### config.mk
export PLATFORM = sky130hd
export DESIGN_NAME = rpv_fifo
export DESIGN_NICKNAME = d
export VERILOG_FILES = /design/src/rtl/rpv_pkg.sv /design/src/rtl/rpv_fifo.sv
export SDC_FILE = /design/constraint.sdc
export NUM_CORES = 1
export LEC_CHECK = 0
export BUFFER_PORTS_ARGS = -buffer_cell sky130_fd_sc_hd__buf_2
export CORE_ASPECT_RATIO = 1.25
export CORE_MARGIN = 10
export CORE_UTILIZATION = 45
export DETAILED_ROUTE_END_ITERATION = 7
export PLACE_DENSITY = 0.63
export SLEW_MARGIN = 30
export SYNTH_ARGS = -nofsm -noshare
export SYNTH_HDL_FRONTEND = slang
export SYNTH_SLANG_ARGS = --single-unit
### constraint.sdc
create_clock -name clock -period 5.85 [get_ports clock]
set_input_delay 0.8775 -clock clock [delete_from_list [all_inputs] [get_ports clock]]
set_output_delay 0.8775 -clock clock [all_outputs]
set_load 0.02 [all_outputs]
### src/rtl/rpv_pkg.sv
// Shared widths, codes and item type for the radial velocity block.
package rpv_pkg;

   localparam int POINT_W    = 20;
   localparam int VEL_W      = 16;
   localparam int CSR_IDX_W  = 8;
   localparam int CSR_DATA_W = 16;

   localparam int PROD_W  = POINT_W + VEL_W;        // x*vx
   localparam int SQ_W    = 2 * POINT_W - 1;        // x*x, unsigned
   localparam int R_W     = SQ_W + 1;               // x*x + y*y
   localparam int NUM_W   = PROD_W + 1;             // x*vx + y*vy
   localparam int N_W     = PROD_W;                 // |num|
   localparam int HALF_W  = N_W / 2;
   localparam int PART_W  = 2 * HALF_W;
   localparam int Q_W     = 16;                     // search width
   localparam int ACC_W   = 78;                     // search accumulators, signed

   localparam int FIFO_DEPTH_DEF = 4;

   localparam logic [CSR_IDX_W-1:0] REG_VELOCITY_X  = CSR_IDX_W'(0);
   localparam logic [CSR_IDX_W-1:0] REG_VELOCITY_Y  = CSR_IDX_W'(1);
   localparam logic [CSR_IDX_W-1:0] REG_MOTION_VALID = CSR_IDX_W'(2);

   localparam logic STATUS_OK      = 1'b0;
   localparam logic STATUS_ARG_ERR = 1'b1;

   // item handed from front to back
   typedef struct packed {
      logic [PART_W-1:0]       part_hh;
      logic [PART_W-1:0]       part_hl;
      logic [PART_W-1:0]       part_ll;
      logic [R_W-1:0]          range_sq;
      logic                    neg;
      logic                    bypass;
      logic signed [VEL_W-1:0] bypass_val;
      logic                    status;
      logic                    last;
   } work_type;

endpackage

### src/rtl/rpv_fifo.sv
// Short queue between front and back.
module rpv_fifo #(
   parameter int DEPTH = rpv_pkg::FIFO_DEPTH_DEF
) (
   input  logic                clock,
   input  logic                reset,
   input  logic                push,
   input  rpv_pkg::work_type   push_data,
   output logic                not_full,
   input  logic                pop,
   output rpv_pkg::work_type   pop_data,
   output logic                not_empty
);

   localparam int AW = (DEPTH > 1) ? $clog2(DEPTH) : 1;
   localparam int CW = $clog2(DEPTH + 1);

   rpv_pkg::work_type mem_ff [DEPTH];
   logic [AW-1:0] wp_ff, rp_ff;
   logic [CW-1:0] cnt_ff;

   assign not_full  = cnt_ff != CW'(DEPTH);
   assign not_empty = cnt_ff != '0;
   assign pop_data  = mem_ff[rp_ff];

   always_ff @(posedge clock) begin
      if (push) mem_ff[wp_ff] <= push_data;
   end

   always_ff @(posedge clock) begin
      if (reset) begin
         wp_ff  <= '0;
         rp_ff  <= '0;
         cnt_ff <= '0;
      end else begin
         if (push) wp_ff <= (wp_ff == AW'(DEPTH - 1)) ? '0 : wp_ff + AW'(1);
         if (pop)  rp_ff <= (rp_ff == AW'(DEPTH - 1)) ? '0 : rp_ff + AW'(1);
         cnt_ff <= cnt_ff + CW'(push) - CW'(pop);
      end
   end

endmodule

Yosys cells after proc, flatten, opt, wreduce, memory -nomap -nowiden
Memory sizes are Yosys's and may differ from the RTL's. A register that Yosys moved wholly into a read port is not among the register bits.
Cells that the tools add are included.
Cells by class
  eq/ne operators: 3
  add/sub/neg operators: 4
  mux-type cells: 6
  reduce and logical (&&, ||, !) cells: 1
Operators with widths (count)
  $mux W2: 4
  $add A2 B1 Y2 const B: 2
  $eq A2 B2 Y1 const B: 2
  $add A3 B1 Y3: 1
  $ne A3 B3 Y1 const B: 1
  $reduce_bool A3 Y1: 1
  $sub A3 B1 Y3: 1
  $mux W1: 2
Word-level totals
  input port bits: 172
  memory bits (writable): 672
  memories: 1
  logic and storage cells: 18
  flip-flop bits (word level): 7
  output and inout port bits: 170
Memory list
  mem_ff: words 4, width 168, rd ports 1, clocked after Yosys merged registers in 1, write ports 1, RTL line rpv_fifo.sv:18  | rpv_pkg::work_type mem_ff [DEPTH];

Longest topological paths before layout
  depth after elaboration: 4
  mapped depth: 7
  gate-level depth less buffers: 7

Worst setup path before layout
OpenSTA, ideal clock, no wires.
  path kind: input-to-reg
  start point: input push
  end point: memory mem_ff[0][0] (netlist bit), enable pin
  setup time: 548 ps
  data arrival time: 4702 ps
  stages on the path: 1
  slack: 600 ps
  buffers on the path: 0
  required time: 5302 ps
  cells stage by stage: and2_1
On the way
  word-level cells in the longest chain between the ends: 2
RTL lines
  start, declared: RTL line rpv_fifo.sv:7  | input logic push,
  $mux W1: RTL line rpv_fifo.sv:27  | if (push) mem_ff[wp_ff] <= push_data;
  $mux W1 (not written as such): RTL line rpv_fifo.sv:27
  end, declared: RTL line rpv_fifo.sv:18
Every way passes these cells.

==> impl_metrics.csv <==
group,metric,value,unit
outcome,outcome,"complete, no violations",
logic_synthesis,synth_top_family_by_area,"multiplexers",
worst_hold_path,hold_path.class,"in2reg",
logic_synthesis,ys_ff_latch,681,
worst_setup_path,worstPathMaxFanout,79,
route,route.detailed.drc,0,
cells_and_area,fin_area,29500,um2
global_route,antenna_found_initial,17,
clock_network,clock_path_buffers,3,
placed_design,placed_area,27300,um2
floorplan,die_h,282,um
logic_synthesis,synth_compound_area_frac,0.000405,
floorplan,initial_core_util,0.457,
logic_synthesis,muxShareOfSynthArea,0.154,
clock_network,cts_hold_buffers,0,
logic_synthesis,synthAdderAreaFrac,0.00436,
worst_setup_path,cp-end-kind,"output port",
logic_synthesis,yosysWarnings,0,
worst_setup_path,reg2reg_from,"wp_ff[0]$_SDFFE_PP0P_",
logic_synthesis,yosysMostFrequentCell,"edfxtp_1",
timing,hold_viol_final,0,
clock_network,cts_root_buf,"clkbuf_16",
clock_network,cts_setup_buffers,0,
worst_setup_path,path_delay_family,"flip-flops",
logic_synthesis,synth-simple-area-share,0.00365,
worst_setup_path,required,4.97,ns
timing,min_period,3.74,ns
worst_setup_path,setup.worst_path.start_class,"flop",
logic_synthesis,yosys-top-cells-area,"edfxtp_1 (82%), mux4_2 (15%), dfxtp_1 (0.73%), buf_6 (0.68%), buf_2 (0.36%)",
logic_synthesis,seq_area_frac_synth,0.824,
timing,finClkSkew,0.0163,ns
timing,slew_viol_final,0,
clock_network,cts_resized,0,
logic_synthesis,syn_area,24700,um2
cells_and_area,finalNetCount,1490,
worst_setup_path,r2r_slack,3.70,ns
global_route,grt_max_degree,97,
route,via_count,11000,
clock_network,clk_latency,0.59,ns
cells_and_area,area_growth,19.5,%
cells_and_area,drive_above_1_share,0.457,
cells_and_area,fillers,4125,
logic_synthesis,synth_edf_count,672,
floorplan,fp.dieW,230,um
global_route,grt_overflow,0,
logic_synthesis,syn_inst,921,
logic_synthesis,async_flop_share,0,
worst_hold_path,whs_path_depth,1,
worst_setup_path,cp.buffers_inverters,2,
logic_synthesis,ys_top_cells_by_count,"edfxtp_1 (672), mux4_2 (168), buf_2 (18)",
worst_setup_path,crit_slowest_cell,"dfxtp_4",
floorplan,ios,342,
worst_hold_path,holdPathEnd,"mem_ff[3][81]$_DFFE_PP_",
power,p_per_area,368,nW/um2
route,wirelength,51400,um
worst_setup_path,r2r_cells,4,
floorplan,rows,95,
cells_and_area,final_util,0.545,
clock_network,cts_tree,"yes",
timing,fmax,267,MHz
worst_setup_path,worstPathArrival,2.87,ns
global_route,track_usage,0.158,
placed_design,globalplace.congestion,0.703,
timing,setup_viol,0,
route,ant_nets,0,
timing,worst_pin_slew,0.848,ns
logic_synthesis,synthFlopType,"edfxtp_1",
worst_hold_path,hp-start,"push_data[81]",
job,maxCapViolCount,0,
global_route,grt_pass1_vias,11900,
clock_network,cts_buffers,68,
power,vdd_drop_max,259,uV
worst_setup_path,r2r-end,"mem_ff[1][36]$_DFFE_PP_",
logic_synthesis,yosysTopAreaCell,"edfxtp_1",
floorplan,dieArea,64700,um2
route,via_per_inst,5.26,
worst_setup_path,critical-path-max-stage-delay,0.72,ns
clock_network,cts.sinks,681,
logic_synthesis,syn_avg_cell_area,26.8,um2
global_route,grt_pass1_wl,76800,um
worst_setup_path,crit_chain,"buf_12 > mux4_2 > buf_2",
timing,slew_headroom,0.434,
worst_setup_path,crit_type,"reg2out",
power,power.leakage,9.83,nW
timing,rsz0062_at_grt,"false",
placed_design,hpwl,31700,um
clock_network,htree_levels,3,
logic_synthesis,synth_top_area_frac,0.817,
floorplan,core,54100,um2
placed_design,io_buffers,341,
logic_synthesis,ys_types,19,
timing,fin_crit_sh,0.640,
logic_synthesis,synthXorXnorAreaFrac,0.000963,
route,first_iter_violations,714,
route,wl_per_cell,24.5,um
clock_network,clkTransAtPathRegs,0.06,ns
logic_synthesis,syn_nets,1101,
route,first_pass_iters,4,
timing,tns,0,ns
==> logic make-up (layout without fill, tap and decap cells) <==
kind of cell               count (synthesis)  in the layout
xor gates and xnor gates                   1              1
muxes                                    170            170
adders and majority gates                  8              8
other                                      0              5
DFF                                      681            681
AOI/OAI and AO/OA                          2              2
buffers and inverters                     44            487
and+or+nand+nor                           15             15
==> area by class of cell <==
class / instances / area [um2] / share of cell area
clock buffer: 92 / 1880 / 0.0636
multi-input combinational: 196 / 4050 / 0.137
sequential: 681 / 20400 / 0.690
tap: 727 / 910 / 0.0308
antenna: 5 / 12.5 / 0.000424
clock inverter: 32 / 304 / 0.0103
timing repair buffer: 357 / 1960 / 0.0665
inverter: 6 / 22.5 / 0.000763
==> worst max path at each step <==
stage / start / end / slack [ns] / depth (start not counted)
5_1_grt: flop / pop_data[52] / 1.87 / 3
2_1_floorplan: push / mem_ff[0][0]$_DFFE_PP_ / 0.60 / 1
6_report: flop / pop_data[51] / 2.11 / 3
4_1_cts: flop / pop_data[113] / 2.01 / 3
3_3_place_gp: flop / pop_data[52] / 2.65 / 3
3_5_place_dp: flop / pop_data[113] / 2.66 / 3
==> per-stage QoR <==
stage	power [mW]	hold WS (ns)	worst slack, ns	cells
floorplan	6.37	0.469	0.600	921
global placement	6.74	0.512	2.65	1964
detailed placement	6.76	0.515	2.66	1967
CTS	11.0	0.451	2.01	2091
global route	11.2	0.468	1.87	2096
finish	10.8	0.494	2.11	2096
==> report_power, final <==
group	internal, mW	switching (mW)
Clock	2.48	1.74
Sequential	5.57	0.0512
Combinational	0.397	0.608
==> flip-flops by register name, indices dropped and copies added, names as in the netlist, named ones only <==
register,cells
cnt_ff,3
mem_ff,672
rp_ff,2
wp_ff,2
==> cells in the final DEF (no fill, tap or decap), types with 2 or more instances in the layout <==
master	count
buf_2	341
and2_4	4
a21oi_1	2
clkbuf_8	2
clkinv_1	15
diode_2	5
clkinv_8	2
ha_1	7
dfxtp_4	2
mux2i_1	2
mux4_2	168
nor2_1	3
dfxtp_1	7
buf_12	9
nor2b_1	2
clkbuf_16	71
nand2b_1	2
bufinv_16	5
clkinv_4	2
inv_6	2
inv_1	6
or3b_2	2
clkinv_2	6
clkbuf_1	19
buf_4	5
edfxtp_1	672
==> layer usage <==
layer / routed length (um) / GRT usage / vias to the layer above
met5: 136 / 0 / -
li1: - / - / 4788
met4: 1140 / 0.0624 / 24
met1: 19600 / 0.188 / 5800
met3: 4060 / 0.0568 / 98
met2: 26500 / 0.260 / 323
==> worst reg2reg max path: cells and delay by family (launching register included) <==
family | cells | cell delay [ns]
flip-flops | 1 | 0.39
buffers and inverters | 2 | 0.77
AND/OR/NAND/NOR | 1 | 0.46
adder cells (fa/ha/maj) | 1 | 0.17
Note: power is estimated with default switching activity, not from simulation.
